File: config.mk
export PLATFORM = sky130hd
export DESIGN_NAME = terminal_key_escape_decoder_unit
export DESIGN_NICKNAME = d
export VERILOG_FILES = /design/src/rtl/core/tked_pkg.sv /design/src/rtl/core/tked_front.sv /design/src/rtl/core/tked_fifo.sv /design/src/rtl/core/tked_back.sv /design/src/rtl/core/terminal_key_escape_decoder_unit.sv
export SDC_FILE = /design/constraint.sdc
export NUM_CORES = 1
export LEC_CHECK = 0
export ABC_AREA = 1
export BUFFER_PORTS_ARGS = -buffer_cell sky130_fd_sc_hd__buf_2
export CORE_UTILIZATION = 29
export CTS_CLUSTER_SIZE = 24
export DETAILED_ROUTE_END_ITERATION = 16
export SLEW_MARGIN = 25
export SYNTH_ARGS = -nofsm -noshare
export SYNTH_HDL_FRONTEND = slang
export SYNTH_SLANG_ARGS = --single-unit
export TNS_END_PERCENT = 50
File: constraint.sdc
create_clock -name clk_i -period 5.5 [get_ports clk_i]
set_input_delay 0.825 -clock clk_i [delete_from_list [all_inputs] [get_ports clk_i]]
set_output_delay 0.825 -clock clk_i [all_outputs]
set_load 0.05 [all_outputs]
File: src/rtl/core/tked_pkg.sv
package tked_pkg;

  localparam int SeqCapacity = 32;
  localparam int CntW        = $clog2(SeqCapacity);
  localparam int FifoDepth   = 4;
  localparam int PtrW        = $clog2(FifoDepth);
  localparam int FillW       = $clog2(FifoDepth + 1);

  localparam logic OpByte  = 1'b0;
  localparam logic OpFlush = 1'b1;

  localparam logic [7:0] ByteEsc   = 8'h1b;
  localparam logic [7:0] ByteExit  = 8'h1d;
  localparam logic [7:0] ByteDel   = 8'h7f;
  localparam logic [7:0] ByteBs    = 8'h08;
  localparam logic [7:0] ByteTab   = 8'h09;
  localparam logic [7:0] ByteLbr   = 8'h5b;
  localparam logic [7:0] ByteUpO   = 8'h4f;
  localparam logic [7:0] ByteSemi  = 8'h3b;
  localparam logic [7:0] ByteZero  = 8'h30;
  localparam logic [7:0] ByteNine  = 8'h39;
  localparam logic [7:0] ByteFinLo = 8'h40;
  localparam logic [7:0] ByteFinHi = 8'h7e;
  localparam logic [7:0] ByteUpA   = 8'h41;
  localparam logic [7:0] ByteUpB   = 8'h42;
  localparam logic [7:0] ByteUpC   = 8'h43;
  localparam logic [7:0] ByteUpD   = 8'h44;
  localparam logic [7:0] ByteUpF   = 8'h46;
  localparam logic [7:0] ByteUpH   = 8'h48;
  localparam logic [7:0] ByteUpP   = 8'h50;
  localparam logic [7:0] ByteUpQ   = 8'h51;
  localparam logic [7:0] ByteUpR   = 8'h52;
  localparam logic [7:0] ByteUpS   = 8'h53;
  localparam logic [7:0] ByteUpZ   = 8'h5a;
  localparam logic [7:0] ByteTilde = 8'h7e;

  localparam logic [7:0] NkAltPrefix    = 8'd0;
  localparam logic [7:0] NkAppExit      = 8'd1;
  localparam logic [7:0] NkEscape       = 8'd2;
  localparam logic [7:0] NkDelete       = 8'd3;
  localparam logic [7:0] NkArrowBase    = 8'd4;
  localparam logic [7:0] NkHomeEndBase  = 8'd20;
  localparam logic [7:0] NkPageUp       = 8'd28;
  localparam logic [7:0] NkPageDown     = 8'd29;
  localparam logic [7:0] NkShiftPageUp  = 8'd30;
  localparam logic [7:0] NkShiftPageDown = 8'd31;
  localparam logic [7:0] NkF1           = 8'd32;

  typedef enum logic [3:0] {
    ModeNormal = 4'b0001,
    ModeEsc    = 4'b0010,
    ModeCsi    = 4'b0100,
    ModeSs3    = 4'b1000
  } mode_e;

  typedef struct packed {
    logic       alt;
    logic       named;
    logic [7:0] code;
    logic       pending;
  } entry_t;

endpackage

File: src/rtl/core/tked_front.sv
module tked_front import tked_pkg::*; (
  input  logic       clk_i,
  input  logic       rst_ni,
  input  logic       req_i,
  input  logic       op_i,
  input  logic [7:0] byte_i,
  output entry_t     ent_o,
  output logic       ent_valid_o
);

  mode_e            mode_q, mode_d;
  logic [CntW-1:0]  cnt_q, cnt_d;
  logic [15:0]      p0_q, p0_d;
  logic [15:0]      p1_q, p1_d;
  logic [1:0]       slot_q, slot_d;
  logic [15:0]      dval_q, dval_d;
  logic             dseen_q, dseen_d;
  logic             sep_q, sep_d;

  logic [19:0] dmul;
  logic [15:0] dsat;
  logic        fin_push;
  logic [15:0] pval;
  logic [15:0] fp0;
  logic [15:0] fp1;
  logic [15:0] p1m;
  logic [2:0]  flags;
  logic [1:0]  variant;
  logic [7:0]  key;
  logic        key_ok;
  logic        clr;
  logic [7:0]  plain;

  assign dmul = ({4'b0, dval_q} << 3) + ({4'b0, dval_q} << 1)
              + {12'b0, byte_i - ByteZero};
  assign dsat = (|dmul[19:16]) ? 16'hffff : dmul[15:0];

  assign fin_push = dseen_q | sep_q;
  assign pval     = dseen_q ? dval_q : 16'd0;
  assign fp0      = (fin_push && slot_q == 2'd0) ? pval : p0_q;
  assign fp1      = (fin_push && slot_q == 2'd1) ? pval : p1_q;
  assign p1m      = fp1 - 16'd1;
  assign flags    = (fp1 > 16'd1) ? p1m[2:0] : 3'd0;
  assign variant  = {flags[2], flags[0]};
  assign plain    = (byte_i == ByteDel) ? ByteBs : byte_i;

  always_comb begin
    key    = '0;
    key_ok = 1'b0;
    if (byte_i inside {[ByteUpA:ByteUpD]}) begin
      key    = NkArrowBase + {4'b0, variant, 2'b0} + (byte_i - ByteUpA);
      key_ok = 1'b1;
    end else if (byte_i == ByteUpH || byte_i == ByteUpF) begin
      key    = NkHomeEndBase + {5'b0, variant, 1'b0} + {7'b0, byte_i == ByteUpF};
      key_ok = 1'b1;
    end else if (byte_i == ByteTilde) begin
      key_ok = 1'b1;
      if (fp0 inside {16'd1, 16'd7}) begin
        key = NkHomeEndBase + {5'b0, variant, 1'b0};
      end else if (fp0 inside {16'd4, 16'd8}) begin
        key = NkHomeEndBase + {5'b0, variant, 1'b0} + 8'd1;
      end else if (fp0 == 16'd3) begin
        key = NkDelete;
      end else if (fp0 == 16'd5) begin
        key = flags[0] ? NkShiftPageUp : NkPageUp;
      end else if (fp0 == 16'd6) begin
        key = flags[0] ? NkShiftPageDown : NkPageDown;
      end else if (fp0 inside {[16'd11:16'd15]}) begin
        key = NkF1 + (fp0[7:0] - 8'd11);
      end else if (fp0 inside {[16'd17:16'd21]}) begin
        key = NkF1 + 8'd5 + (fp0[7:0] - 8'd17);
      end else if (fp0 inside {16'd23, 16'd24}) begin
        key = NkF1 + 8'd10 + (fp0[7:0] - 8'd23);
      end else begin
        key_ok = 1'b0;
      end
    end
  end

  always_comb begin
    mode_d      = mode_q;
    cnt_d       = cnt_q;
    p0_d        = p0_q;
    p1_d        = p1_q;
    slot_d      = slot_q;
    dval_d      = dval_q;
    dseen_d     = dseen_q;
    sep_d       = sep_q;
    ent_o       = '0;
    ent_valid_o = 1'b0;
    clr         = 1'b0;
    if (req_i) begin
      if (op_i == OpFlush) begin
        if (mode_q != ModeNormal) begin
          mode_d      = ModeNormal;
          clr         = 1'b1;
          ent_o.named = 1'b1;
          ent_o.code  = NkEscape;
          ent_valid_o = 1'b1;
        end
      end else begin
        case (mode_q)
          ModeNormal: begin
            if (byte_i == ByteEsc) begin
              mode_d = ModeEsc;
              clr    = 1'b1;
            end else if (byte_i == ByteExit) begin
              ent_o.named = 1'b1;
              ent_o.code  = NkAppExit;
              ent_valid_o = 1'b1;
            end else begin
              ent_o.code  = plain;
              ent_valid_o = 1'b1;
            end
          end
          ModeEsc: begin
            if (byte_i == ByteLbr) begin
              mode_d = ModeCsi;
              clr    = 1'b1;
            end else if (byte_i == ByteUpO) begin
              mode_d = ModeSs3;
            end else if (byte_i == ByteEsc) begin
              ent_o.named = 1'b1;
              ent_o.code  = NkEscape;
              ent_valid_o = 1'b1;
            end else begin
              mode_d      = ModeNormal;
              clr         = 1'b1;
              ent_o.alt   = 1'b1;
              ent_o.code  = plain;
              ent_valid_o = 1'b1;
            end
          end
          ModeCsi: begin
            if (byte_i inside {[ByteFinLo:ByteFinHi]}) begin
              mode_d = ModeNormal;
              clr    = 1'b1;
              if (byte_i == ByteUpZ) begin
                ent_o.alt   = flags[1];
                ent_o.code  = ByteTab;
                ent_valid_o = 1'b1;
              end else if (key_ok) begin
                ent_o.alt   = flags[1];
                ent_o.named = 1'b1;
                ent_o.code  = key;
                ent_valid_o = 1'b1;
              end
            end else if (cnt_q >= CntW'(SeqCapacity - 1)) begin
              mode_d = ModeNormal;
              clr    = 1'b1;
            end else begin
              cnt_d = cnt_q + 1'b1;
              if (byte_i inside {[ByteZero:ByteNine]}) begin
                dval_d  = dsat;
                dseen_d = 1'b1;
                sep_d   = 1'b0;
              end else if (byte_i == ByteSemi) begin
                if (slot_q == 2'd0) begin
                  p0_d = pval;
                end else if (slot_q == 2'd1) begin
                  p1_d = pval;
                end
                if (slot_q != 2'd3) begin
                  slot_d = slot_q + 2'd1;
                end
                dval_d  = '0;
                dseen_d = 1'b0;
                sep_d   = 1'b1;
              end else begin
                sep_d = 1'b0;
              end
            end
          end
          ModeSs3: begin
            mode_d      = ModeNormal;
            clr         = 1'b1;
            ent_o.named = 1'b1;
            ent_valid_o = 1'b1;
            case (byte_i)
              ByteUpA: ent_o.code = NkArrowBase;
              ByteUpB: ent_o.code = NkArrowBase + 8'd1;
              ByteUpC: ent_o.code = NkArrowBase + 8'd2;
              ByteUpD: ent_o.code = NkArrowBase + 8'd3;
              ByteUpH: ent_o.code = NkHomeEndBase;
              ByteUpF: ent_o.code = NkHomeEndBase + 8'd1;
              ByteUpP: ent_o.code = NkF1;
              ByteUpQ: ent_o.code = NkF1 + 8'd1;
              ByteUpR: ent_o.code = NkF1 + 8'd2;
              ByteUpS: ent_o.code = NkF1 + 8'd3;
              default: ent_valid_o = 1'b0;
            endcase
          end
          default: begin
            mode_d = ModeNormal;
            clr    = 1'b1;
          end
        endcase
      end
      if (clr) begin
        cnt_d   = '0;
        p0_d    = '0;
        p1_d    = '0;
        slot_d  = '0;
        dval_d  = '0;
        dseen_d = 1'b0;
        sep_d   = 1'b0;
      end
      ent_o.pending = (mode_d != ModeNormal);
    end
  end

  always_ff @(posedge clk_i or negedge rst_ni) begin
    if (!rst_ni) begin
      mode_q  <= ModeNormal;
      cnt_q   <= '0;
      p0_q    <= '0;
      p1_q    <= '0;
      slot_q  <= '0;
      dval_q  <= '0;
      dseen_q <= 1'b0;
      sep_q   <= 1'b0;
    end else begin
      mode_q  <= mode_d;
      cnt_q   <= cnt_d;
      p0_q    <= p0_d;
      p1_q    <= p1_d;
      slot_q  <= slot_d;
      dval_q  <= dval_d;
      dseen_q <= dseen_d;
      sep_q   <= sep_d;
    end
  end

endmodule

File: src/rtl/core/tked_fifo.sv
module tked_fifo import tked_pkg::*; (
  input  logic   clk_i,
  input  logic   rst_ni,
  input  logic   wr_i,
  input  entry_t wr_data_i,
  input  logic   rd_i,
  output entry_t rd_data_o,
  output logic   valid_o,
  output logic   full_o
);

  entry_t           mem_q [FifoDepth];
  logic [PtrW-1:0]  wr_ptr_q, wr_ptr_d;
  logic [PtrW-1:0]  rd_ptr_q, rd_ptr_d;
  logic [FillW-1:0] fill_q, fill_d;
  logic             do_wr;
  logic             do_rd;

  assign valid_o   = (fill_q != '0);
  assign full_o    = (fill_q == FillW'(FifoDepth));
  assign rd_data_o = mem_q[rd_ptr_q];
  assign do_wr     = wr_i && !full_o;
  assign do_rd     = rd_i && valid_o;

  always_comb begin
    wr_ptr_d = wr_ptr_q;
    rd_ptr_d = rd_ptr_q;
    fill_d   = fill_q;
    if (do_wr) begin
      wr_ptr_d = (wr_ptr_q == PtrW'(FifoDepth - 1)) ? '0 : wr_ptr_q + 1'b1;
    end
    if (do_rd) begin
      rd_ptr_d = (rd_ptr_q == PtrW'(FifoDepth - 1)) ? '0 : rd_ptr_q + 1'b1;
    end
    if (do_wr && !do_rd) begin
      fill_d = fill_q + 1'b1;
    end else if (do_rd && !do_wr) begin
      fill_d = fill_q - 1'b1;
    end
  end

  always_ff @(posedge clk_i) begin
    if (do_wr) begin
      mem_q[wr_ptr_q] <= wr_data_i;
    end
  end

  always_ff @(posedge clk_i or negedge rst_ni) begin
    if (!rst_ni) begin
      wr_ptr_q <= '0;
      rd_ptr_q <= '0;
      fill_q   <= '0;
    end else begin
      wr_ptr_q <= wr_ptr_d;
      rd_ptr_q <= rd_ptr_d;
      fill_q   <= fill_d;
    end
  end

endmodule

File: src/rtl/core/tked_back.sv
module tked_back import tked_pkg::*; (
  input  logic       clk_i,
  input  logic       rst_ni,
  input  entry_t     head_i,
  input  logic       head_valid_i,
  output logic       deq_o,
  input  logic       pop,
  output logic       empty,
  output logic       is_named_o,
  output logic [7:0] code_o,
  output logic       last_o,
  output logic       pending_o
);

  logic pre_done_q, pre_done_d;
  logic show_prefix;
  logic take;

  assign show_prefix = head_i.alt && !pre_done_q;
  assign take        = pop && head_valid_i;
  assign empty       = !head_valid_i;
  assign is_named_o  = show_prefix ? 1'b1 : head_i.named;
  assign code_o      = show_prefix ? NkAltPrefix : head_i.code;
  assign last_o      = !show_prefix;
  assign pending_o   = head_i.pending;
  assign deq_o       = take && !show_prefix;

  always_comb begin
    pre_done_d = pre_done_q;
    if (take) begin
      pre_done_d = show_prefix;
    end
  end

  always_ff @(posedge clk_i or negedge rst_ni) begin
    if (!rst_ni) begin
      pre_done_q <= 1'b0;
    end else begin
      pre_done_q <= pre_done_d;
    end
  end

endmodule

File: src/rtl/core/terminal_key_escape_decoder_unit.sv
// Channel  | Direction | Handshake  | Payload
// ---------+-----------+------------+-----------------------------------------
// input    | in        | push, full | operation_i, rx_byte_i
// result   | out       | empty, pop | is_named_o, code_o, last_o, pending_o
//
// One request is decoded in the cycle it is accepted; one can enter every cycle unless full.
// Its result is queued; results leave one per cycle while pop is high and empty is low.
// A four-entry queue sits between decoder and result stage; full rises only when it is full.
// A request with an Alt prefix holds one queue entry and takes two pops.
// Reset returns the decoder to normal mode and empties the queue.
module terminal_key_escape_decoder_unit import tked_pkg::*; (
  input  logic       clk_i,
  input  logic       rst_ni,
  input  logic       push,
  output logic       full,
  input  logic       operation_i,
  input  logic [7:0] rx_byte_i,
  output logic       empty,
  input  logic       pop,
  output logic       is_named_o,
  output logic [7:0] code_o,
  output logic       last_o,
  output logic       pending_o
);

  entry_t ent;
  logic   ent_valid;
  entry_t head;
  logic   head_valid;
  logic   deq;
  logic   accept;

  assign accept = push && !full;

  tked_front u_front (
    .clk_i       (clk_i),
    .rst_ni      (rst_ni),
    .req_i       (accept),
    .op_i        (operation_i),
    .byte_i      (rx_byte_i),
    .ent_o       (ent),
    .ent_valid_o (ent_valid)
  );

  tked_fifo u_fifo (
    .clk_i     (clk_i),
    .rst_ni    (rst_ni),
    .wr_i      (ent_valid),
    .wr_data_i (ent),
    .rd_i      (deq),
    .rd_data_o (head),
    .valid_o   (head_valid),
    .full_o    (full)
  );

  tked_back u_back (
    .clk_i        (clk_i),
    .rst_ni       (rst_ni),
    .head_i       (head),
    .head_valid_i (head_valid),
    .deq_o        (deq),
    .pop          (pop),
    .empty        (empty),
    .is_named_o   (is_named_o),
    .code_o       (code_o),
    .last_o       (last_o),
    .pending_o    (pending_o)
  );

endmodule
==> results.json, run 1 <==
{
  "status": "finished, final reports clean",
  "avgSynthCellArea_um2": 7.629,
  "swShare": 0.4384,
  "die_x_um": 171.8,
  "power_report.internal_total_mw": 2.277,
  "period_needed_ns": 4.826,
  "grt_start_max_net_pins": 70,
  "cts_tree": "built",
  "p_clk_frac": 0.266,
  "drv_slew": 0,
  "p_sw_mw": 1.777,
  "post-cts-setup-buffers": 0,
  "synthCells": 1096,
  "yosysSeqAreaShare": 0.3647,
  "ys_seq_elements": 113,
  "start_kind": "flip-flop",
  "drc_errors": 0,
  "coreArea_mm2": 0.02809,
  "first_pass_iters": 5,
  "postLayoutCellArea_mm2": 0.009418,
  "fin_crit_sh": 0.8774,
  "yosys_warnings": 0,
  "num_vias": 7212,
  "cts_buffers": 17,
  "power.total_mw": 4.054,
  "hold_slack_ns": 0.4955,
  "routed_wl_um": 20980,
  "antenna_found_initial": 0,
  "crit_path_end_kind": "flip-flop",
  "power_frac_comb": 0.448,
  "p_per_area_mw_per_mm2": 430.5,
  "worst_slew_pin_slew_ns": 0.8786,
  "pin_count": 26,
  "async_flop_share": 0.6106,
  "hold_viol_final": 0,
  "die_y_um": 171.8,
  "synth_top_area_share": 0.2035,
  "irDropWorstVdd_mv": 0.1919,
  "drive_gt1_frac": 0.1173,
  "clock.fmax_mhz": 207.2,
  "hold_buffers": 0,
  "htree_levels": 4,
  "synth_area_leaders": "dfrtp_1 (20%), edfxtp_1 (16%), nand2_1 (11%), ha_1 (9.3%), inv_1 (7.0%)",
  "cts_resized": 0,
  "root_buffer": "clkbuf_16",
  "synth_flop_cell": "dfrtp_1",
  "route.detailed.wl_per_inst_um": 13.88,
  "clk_latency_ns": 0.41,
  "relSlewSlack": 0.4143,
  "port_buffers": 25,
  "syn_area_mm2": 0.008362,
  "syn_nets": 1179,
  "grt_pass1_wl_um": 34960,
  "synth.largest_area_cell": "dfrtp_1",
  "pwr-share-seq": 0.286,
  "clk_pin_slew_ns": 0.06,
  "start_util": 0.2977,
  "post-dp-hpwl_um": 16280,
  "rows": 61,
  "drtIter0Drc": 496,
  "gr-total-overflow": 0,
  "worstPathRequired_ns": 5.63,
  "clockBufferDepth": 2,
  "track_usage": 0.1493,
  "grt_pass1_vias": 6941,
  "vias_per_cell": 4.770,
  "setup_viol": 0,
  "hold_path_class": "flip-flop to flip-flop",
  "p_leak_nw": 4.668,
  "antenna_left": 0,
  "drv_cap": 0,
  "rsz0062_at_grt": "false",
  "tns_ns": 0,
  "cp_max_fo": 23,
  "synth-edff-count": 44,
  "synth.most_common_cell": "nand2_1",
  "cts.sinks": 113,
  "area_growth_pct": 12.63,
  "placed_area_mm2": 0.008833,
  "skew_ns": 0.01235,
  "ys_types": 57,
  "antennaDiodeCount": 0,
  "synth_common_cells": "nand2_1 (245), inv_1 (155), nor2_1 (116)",
  "dieArea_mm2": 0.02952,
  "critical_path_arrival_ns": 4.96,
  "gp_congestion": 0.8977,
  "critical_path_class": "flip-flop to flip-flop",
  "final_nets": 1204
}
[critical path, cell delays in order, from the launching register on]
cell and delay [ns]:
dfrtp_1 0.77, nand2_1 0.25, o21ai_0 0.37, inv_1 0.11, ha_1 0.22, or2_2 0.30, a21oi_1 0.38, ha_1 0.31
inv_1 0.06, ha_1 0.22, inv_1 0.07, ha_1 0.25, a21oi_1 0.14, and2_1 0.15, nor2_1 0.06, o21a_1 0.16
nor2_1 0.11, xnor2_1 0.17, nor3_1 0.07, a31oi_1 0.24, nor2_1 0.14
[power groups by stage]
stage | clock network [mW] | registers [mW] | logic [mW]
2_1_floorplan | 0 | 1.10 | 1.45
3_3_place_gp | 0 | 1.17 | 1.79
3_5_place_dp | 0 | 1.17 | 1.81
4_1_cts | 1.10 | 1.16 | 1.82
5_1_grt | 1.14 | 1.18 | 2.04
6_report | 1.08 | 1.16 | 1.82
[per-layer routing]
| layer | vias to the layer above | GRT usage | wire length (um) |
|---|---|---|---|
| met4 | 0 | 0.04617 | 276 |
| met1 | 3373 | 0.2045 | 10160 |
| met3 | 23 | 0.02278 | 922 |
| li1 | 3623 | - | - |
| met2 | 193 | 0.2408 | 9628 |
| met5 | - | 0 | 0 |
[state kept, by name (all words and copies together) (netlist names), 2 cells and up]
name,count
u_front.cnt_q,5
u_front.mode_q,4
u_fifo.rd_ptr_q,2
u_fifo.mem_q,44
u_front.p1_q,16
u_fifo.fill_q,3
u_fifo.wr_ptr_q,2
u_front.p0_q,16
u_front.dval_q,16
u_front.slot_q,2
[area by class of cell]
type | count | area (um^2)
Fill cell | 3028 | 18670
Sequential cell | 113 | 3049
Inverter | 173 | 651.9
Multi-Input combinational cell | 786 | 4497
Clock buffer | 17 | 425.4
Timing Repair Buffer | 30 | 162.7
Tap cell | 378 | 473.0
Clock inverter | 15 | 158.9
[placed cells by master (no fill, tap or decap), types with 6 or more instances in the layout]
cell       Yosys  routed
nand3_1       48      48
inv_2         17      17
or2_2          6       6
nor2_1       116     116
edfxtp_1      44      44
ha_1          62      62
nor3_1        20      20
o21ai_1       14      14
nand2_1      245     245
clkbuf_16      0      17
xnor2_1        9       9
o21ai_0       94      94
fa_1           8       8
xor2_1        10      10
dfrtp_1       68      68
nor2_4         8       8
nand4_1        9       9
buf_2          5      25
nand2_2        7       7
inv_1        155     155
a21oi_1       50      50
a31oi_1        6       6
nor2_2        11      11
o22ai_1       13      13
[stage by stage]
| stage | utilization | std cells | setup slack (ns) |
|---|---|---|---|
| finish | 0.3353 | 1512 | 0.6745 |
| global route | 0.3353 | 1512 | 0.3464 |
| CTS | 0.3353 | 1512 | 0.7327 |
| detailed placement | 0.3145 | 1480 | 0.7485 |
| global placement | 0.3145 | 1480 | 0.7381 |
| floorplan | - | 1096 | 1.750 |
[cell families after synthesis]
logic type                 share of synthesized area
AOI/OAI and AO/OA                             0.1419
xor gates and xnor gates                     0.01990
adders and majority gates                     0.1119
buffers and inverters                        0.09756
DFF                                           0.3647
muxes                                       0.001347
and+or+nand+nor                               0.2628
[worst paths after layout]
check	from	to	slack, ns	cells after the start
min reg2reg	u_front.cnt_q[3]	u_front.cnt_q[3]	0.50	2
max	u_front.dseen_q	u_fifo.mem_q[2][7]	0.67	20
max reg2reg	u_front.dseen_q	u_fifo.mem_q[2][7]	0.67	20
min	u_front.cnt_q[3]	u_front.cnt_q[3]	0.50	2
min in group asynchronous	rst_ni	u_front.p1_q[13]	0.62	2
max in group asynchronous	rst_ni	u_front.slot_q[0]	4.30	2
No activity file was read; power rests on OpenSTA's default activity.
==> run 2: changes to the inputs <==
==> constraint.sdc (replaced) <==
create_clock -name clk_i -period 5.9 [get_ports clk_i]
set_input_delay 0.885 -clock clk_i [delete_from_list [all_inputs] [get_ports clk_i]]
set_output_delay 0.885 -clock clk_i [all_outputs]
set_load 0.05 [all_outputs]
==> run 2 against run 1 <==
Against the previous run:
- sequential power down 7%
- worst setup slack better by 0.62 ns
- die area is the same
- core utilization rose by 0.089 points
- non-clock buffer count stayed put
- cell area up 0.27%
- total power decreased by 6.2%
- largest cell class unchanged
- combinational power is 8% lower
- critical endpoint is now u_fifo.mem_q[3][7]
- register-to-register slack better by 0.62 ns
- first-iteration DRC count down 12%
- hold slack got worse by 0.0071 ns
- routed wire length is 2.8% lower
==> results.json, run 2 (synthesis gave the netlist of run 1 again) <==
{
  "gp_congestion": 0.9112,
  "start_kind": "flip-flop",
  "rsz0062_at_grt": "false",
  "skew_ns": 0.009420,
  "grt_pass1_wl_um": 33980,
  "regArea_mm2": 0.003049,
  "die_x_um": 171.8,
  "cts.sinks": 113,
  "clk_pin_slew_ns": 0.05,
  "period_needed_ns": 4.602,
  "rows": 61,
  "drv_slew": 0,
  "worst_slew_pin_slew_ns": 0.8607,
  "cts_resized": 0,
  "critPathMostFrequentCell": "ha_1",
  "irDropWorstVdd_mv": 0.1666,
  "num_vias": 7165,
  "pwr-share-seq": 0.283,
  "root_buffer": "clkbuf_16",
  "finish.utilization": 0.3362,
  "path_cells": "nand2_1 -> o21ai_0 -> inv_1 -> ha_1 -> or2_2 -> a21oi_1 -> ha_1 -> inv_1 -> ha_1 -> inv_1 -> ha_1 -> a21oi_1 -> and2_1 -> nor2_1 -> o21a_1 -> nor2_1 -> xnor2_1 -> nor3_1 -> a31oi_1 -> nor2_1",
  "rr_endpoint": "u_fifo.mem_q[3][7]",
  "crit_buf_inv": 3,
  "p_leak_nw": 4.678,
  "relSlewSlack": 0.4262,
  "rr_worst_depth": 20,
  "p_per_area_mw_per_mm2": 402.9,
  "start_util": 0.2977,
  "drc_errors": 0,
  "drive_gt1_frac": 0.1173,
  "tns_ns": 0,
  "power_report.internal_total_mw": 2.165,
  "largest_reg_flops": 44,
  "cpPeakStageDelay_ns": 0.77,
  "fillerInstances": 3042,
  "reg2reg_slack_ns": 1.30,
  "drtIter0Drc": 437,
  "worstSetupPathDepth": 20,
  "grt_pass1_vias": 6894,
  "cts_tree": "built",
  "drv_cap": 0,
  "startpoint": "u_front.dseen_q",
  "final_common_cell": "nand2_1",
  "finalNonFillerCells": 1512,
  "routed_wl_um": 20400,
  "p_sw_mw": 1.640,
  "worstPathRequired_ns": 6.04,
  "swShare": 0.4310,
  "pin_count": 26,
  "hold_viol_final": 0,
  "hold_slack_ns": 0.4885,
  "clock.fmax_mhz": 217.3,
  "setup_viol": 0,
  "antenna_found_initial": 0,
  "power_frac_comb": 0.441,
  "dieArea_mm2": 0.02952,
  "clk_latency_ns": 0.41,
  "path_delay_family": "compound AO/OA/AOI/OAI gates",
  "route.detailed.wl_per_inst_um": 13.49,
  "multi_input_area_mm2": 0.004497,
  "critical-path-slowest-cell": "dfrtp_1",
  "cts_buffers": 17,
  "gr-total-overflow": 0,
  "critical_path_arrival_ns": 4.75,
  "postLayoutCellArea_mm2": 0.009443,
  "hold_path_class": "flip-flop to flip-flop",
  "p_clk_frac": 0.275,
  "grt_start_max_net_pins": 70,
  "final_nets": 1204,
  "crit_path_end_kind": "flip-flop",
  "critical_path_class": "flip-flop to flip-flop",
  "hold_buffers": 0,
  "cp-endpoint": "u_fifo.mem_q[3][7]",
  "cp_max_fo": 23,
  "dpl.cell_count": 1480,
  "r2r_start": "u_front.dseen_q",
  "vias_per_cell": 4.739,
  "power.total_mw": 3.805,
  "antenna_left": 0,
  "antennaDiodeCount": 0,
  "post-dp-hpwl_um": 15870,
  "status": "finished, final reports clean",
  "track_usage": 0.1460,
  "fin_crit_sh": 0.7800,
  "clockBufferDepth": 2,
  "area_growth_pct": 12.93,
  "first_pass_iters": 5,
  "post-cts-setup-buffers": 0,
  "placed_area_mm2": 0.008833,
  "die_y_um": 171.8,
  "coreArea_mm2": 0.02809,
  "timing.final.ws_setup_ns": 1.298,
  "port_buffers": 25,
  "largest_register": "u_fifo.mem_q",
  "final_cell_mix": "nand2_1 (245), inv_1 (155), nor2_1 (116)",
  "htree_levels": 4,
  "place_worst_setup_slack_ns": 1.282
}
run 2: changes by cell type in the layout (fill, tap and decap cells not counted):
cell	previous run	this run
clkbuf_1	0	1
clkinv_1	1	0
bufinv_16	2	3
inv_6	3	4
clkinv_4	5	4
clkinv_2	2	1
run 2: routing by layer:
metal | routed length, um | share of wire | track usage | vias up
met1 | 10070 | 0.49 | 0.2060 | 3347
met4 | 340 | 0.017 | 0.04886 | 0
met2 | 9057 | 0.44 | 0.2269 | 165
met3 | 935 | 0.046 | 0.02163 | 25
li1 | - | - | - | 3628
met5 | 0 | 0 | 0 | -
run 2: how the worst min path moves through the flow:
| stage | start | endpoint | slack (ns) | cells after the start |
|---|---|---|---|---|
| 2_1_floorplan | u_front.cnt_q[3] | u_front.cnt_q[3] | 0.45 | 2 |
| 3_3_place_gp | u_front.cnt_q[3] | u_front.cnt_q[3] | 0.47 | 2 |
| 3_5_place_dp | u_front.cnt_q[3] | u_front.cnt_q[3] | 0.48 | 2 |
| 4_1_cts | u_front.cnt_q[3] | u_front.cnt_q[3] | 0.49 | 2 |
| 5_1_grt | u_front.mode_q[0] | u_front.mode_q[0] | 0.51 | 2 |
| 6_report | u_front.cnt_q[3] | u_front.cnt_q[3] | 0.49 | 2 |
run 2: final cells by class:
type,instances,share of cell area
Sequential cell,113,0.3229
Clock buffer,18,0.04545
Clock inverter,14,0.01908
Inverter,173,0.06903
Timing Repair Buffer,30,0.01723
Tap cell,378,0.05009
Multi-Input combinational cell,786,0.4762
run 2: worst register-to-register path, delay by kind of cell, from the launching register on:
family	cells	cell delay, ns
xor gates and xnor gates	1	0.18
adders and majority gates	4	0.95
DFF	1	0.77
and+or+nand+nor	7	1.06
AOI/OAI and AO/OA	5	1.16
buffers and inverters	3	0.21
run 2: power groups by stage:
stage | Sequential (mW) | Combinational (mW) | Clock (mW)
final | 1.08 | 1.68 | 1.05
after global routing | 1.10 | 1.91 | 1.10
after CTS | 1.08 | 1.69 | 1.06
after detailed placement | 1.09 | 1.68 | 0
after global placement | 1.09 | 1.67 | 0
after floorplan | 1.03 | 1.36 | 0
==> run 3: changes to the inputs <==
--- a/config.mk
+++ b/config.mk
@@ -5,7 +5,7 @@
 export SDC_FILE = /design/constraint.sdc
 export NUM_CORES = 1
 export LEC_CHECK = 0
-export ABC_AREA = 1
+export ABC_AREA = 0
 export BUFFER_PORTS_ARGS = -buffer_cell sky130_fd_sc_hd__buf_2
 export CORE_UTILIZATION = 29
 export CTS_CLUSTER_SIZE = 24
==> constraint.sdc (replaced) <==
create_clock -name clk_i -period 4.5 [get_ports clk_i]
set_input_delay 0.675 -clock clk_i [delete_from_list [all_inputs] [get_ports clk_i]]
set_output_delay 0.675 -clock clk_i [all_outputs]
set_load 0.05 [all_outputs]
==> run 3 against run 2 <==
Against the previous run:
- critical path depth fell by 2
- via count down 15%
- routed wire length down 9.0%
- worst setup slack worse by 1.0 ns
- clock skew is 0.0024 ns higher
- cell area is 6.5% lower
- combinational power decreased by 45%
- total power fell by 9.8%
- core utilization up 0.26 points
==> results.json, run 3 <==
{
  "clk_latency_ns": 0.41,
  "avgSynthCellArea_um2": 9.728,
  "first_pass_iters": 4,
  "async_flop_share": 0.6106,
  "grt_pass1_vias": 6053,
  "worstPathRequired_ns": 4.72,
  "vias_per_cell": 5.209,
  "post-dp-hpwl_um": 13800,
  "area_growth_pct": 14.30,
  "irDropWorstVdd_mv": 0.4271,
  "ys_seq_elements": 113,
  "power.total_mw": 3.433,
  "hold_viol_final": 0,
  "routed_wl_um": 18570,
  "critical-path-slowest-cell": "dfrtp_1",
  "placed_area_mm2": 0.008247,
  "fillerInstances": 2653,
  "yosysSeqAreaShare": 0.3948,
  "num_vias": 6095,
  "grt_start_max_net_pins": 53,
  "drv_slew": 0,
  "antenna_found_initial": 0,
  "die_x_um": 165.2,
  "path_cells": "ha_1 -> o21ai_1 -> nand3_1 -> nor4_1 -> a21oi_1 -> nor2_1 -> nor2_1 -> ha_1 -> inv_1 -> ha_1 -> inv_1 -> ha_1 -> a21oi_1 -> o21bai_1 -> xor2_1 -> nand2_1 -> a211o_1 -> a31oi_2",
  "antenna_left": 0,
  "drv_cap": 0,
  "grt_pass1_wl_um": 30830,
  "period_needed_ns": 4.220,
  "critPathMostFrequentCell": "ha_1",
  "drc_errors": 0,
  "worstSetupPathDepth": 18,
  "final_cell_mix": "nand2_1 (94), dfrtp_1 (68), ha_1 (62)",
  "cp_max_fo": 6,
  "pin_count": 26,
  "synth.most_common_cell": "nand2_1",
  "track_usage": 0.1438,
  "startpoint": "u_front.slot_q[0]",
  "p_leak_nw": 3.752,
  "worst_slew_pin_slew_ns": 0.9223,
  "status": "finished, final reports clean",
  "tns_ns": 0,
  "drive_gt1_frac": 0.1365,
  "finalNonFillerCells": 1170,
  "coreArea_mm2": 0.02606,
  "rsz0062_at_grt": "false",
  "synthCells": 794,
  "synth_flop_cell": "dfrtp_1",
  "crit_buf_inv": 2,
  "postLayoutCellArea_mm2": 0.008828,
  "syn_area_mm2": 0.007724,
  "yosys_warnings": 0,
  "syn_nets": 877,
  "path_delay_family": "compound AO/OA/AOI/OAI gates",
  "ys_types": 81,
  "largest_register": "u_fifo.mem_q",
  "regArea_mm2": 0.003049,
  "multi_input_area_mm2": 0.004310,
  "htree_levels": 4,
  "hold_path_class": "primary input to async pin",
  "gr-total-overflow": 0,
  "critical_path_arrival_ns": 4.44,
  "root_buffer": "clkbuf_16",
  "relSlewSlack": 0.3851,
  "cpPeakStageDelay_ns": 0.42,
  "dpl.cell_count": 1138,
  "port_buffers": 25,
  "clock.fmax_mhz": 237.0,
  "route.detailed.wl_per_inst_um": 15.87,
  "clk_pin_slew_ns": 0.06,
  "synth_common_cells": "nand2_1 (94), dfrtp_1 (68), ha_1 (62)",
  "cts.sinks": 113,
  "crit_path_end_kind": "flip-flop",
  "setup_viol": 0,
  "largest_reg_flops": 44,
  "drtIter0Drc": 504,
  "rows": 59,
  "r2r_start": "u_front.slot_q[0]",
  "synth_top_area_share": 0.2203,
  "skew_ns": 0.01186,
  "synth-edff-count": 44,
  "dieArea_mm2": 0.02729,
  "cts_tree": "built",
  "gp_congestion": 0.8483,
  "antennaDiodeCount": 0,
  "critical_path_class": "flip-flop to flip-flop",
  "die_y_um": 165.2,
  "final_nets": 905,
  "final_common_cell": "nand2_1",
  "rr_worst_depth": 18,
  "cts_buffers": 17,
  "fin_crit_sh": 0.9378,
  "clockBufferDepth": 2,
  "start_util": 0.2964,
  "synth_area_leaders": "dfrtp_1 (22%), edfxtp_1 (17%), ha_1 (10%), nand2_1 (4.6%), o21ai_0 (3.6%)",
  "synth.largest_area_cell": "dfrtp_1",
  "start_kind": "flip-flop",
  "p_per_area_mw_per_mm2": 388.8
}
run 3: final timing paths:
path	to	slack (ns)
max	u_fifo.mem_q[3][6]	0.28
min	u_fifo.rd_ptr_q[0]	0.20
max reg2reg	u_fifo.mem_q[3][6]	0.28
min reg2reg	u_front.p1_q[14]	0.47
max in group asynchronous	u_front.dval_q[14]	3.27
min in group clk_i	u_front.p1_q[14]	0.47
run 3: stage by stage:
stage	util	hold slack, ns	setup WS, ns
after floorplan	-	0.3794	0.5830
after global placement	0.3165	0.4595	0.2568
after detailed placement	0.3165	0.4662	0.1718
after CTS	0.3380	0.1956	0.1525
after global routing	0.3388	0.2152	0.003998
final	0.3388	0.1971	0.2799
run 3: cells by family after synthesis:
logic type / after synthesis / share of synthesized area
buffers and inverters: 92 / 0.04989
and+or+nand+nor: 261 / 0.1693
DFF: 113 / 0.3948
AOI/OAI and AO/OA: 218 / 0.1975
xor gates and xnor gates: 22 / 0.02495
adders and majority gates: 70 / 0.1212
muxes: 18 / 0.04244
run 3: worst register-to-register path: stages, from the launching register on:
cell and delay, ns:
dfrtp_1 0.42, ha_1 0.30, o21ai_1 0.24, nand3_1 0.14, nor4_1 0.32, a21oi_1 0.13, nor2_1 0.28, nor2_1 0.13
ha_1 0.29, inv_1 0.04, ha_1 0.26, inv_1 0.04, ha_1 0.32, a21oi_1 0.08, o21bai_1 0.21, xor2_1 0.22
nand2_1 0.08, a211o_1 0.30, a31oi_2 0.25
run 3: timing repair:
item,in CTS,in global routing
hold buffers,0,0
endpoints found under the setup margin,0,14
buffers inserted,0,0
resized for setup,0,5
run 3: area by class of cell:
class                           instances  share of cell area
Timing Repair Buffer                   46             0.03203
Clock buffer                           22             0.05371
Multi-Input combinational cell        589              0.4882
Clock inverter                         10            0.009779
Inverter                               55             0.02338
Tap cell                              335             0.04748
Sequential cell                       113              0.3454
run 3: report_power, final:
group / total [mW] / internal [mW] / switching (mW)
Sequential: 1.24 / 1.17 / 0.0724
Clock: 1.27 / 0.798 / 0.474
Combinational: 0.917 / 0.334 / 0.583
run 3: layer usage:
metal	up-vias	track usage	part of all wire
met3	20	0.03122	0.034
li1	2988	-	-
met5	-	0	0
met2	107	0.2393	0.48
met4	0	0.04170	0.011
met1	2980	0.1860	0.48
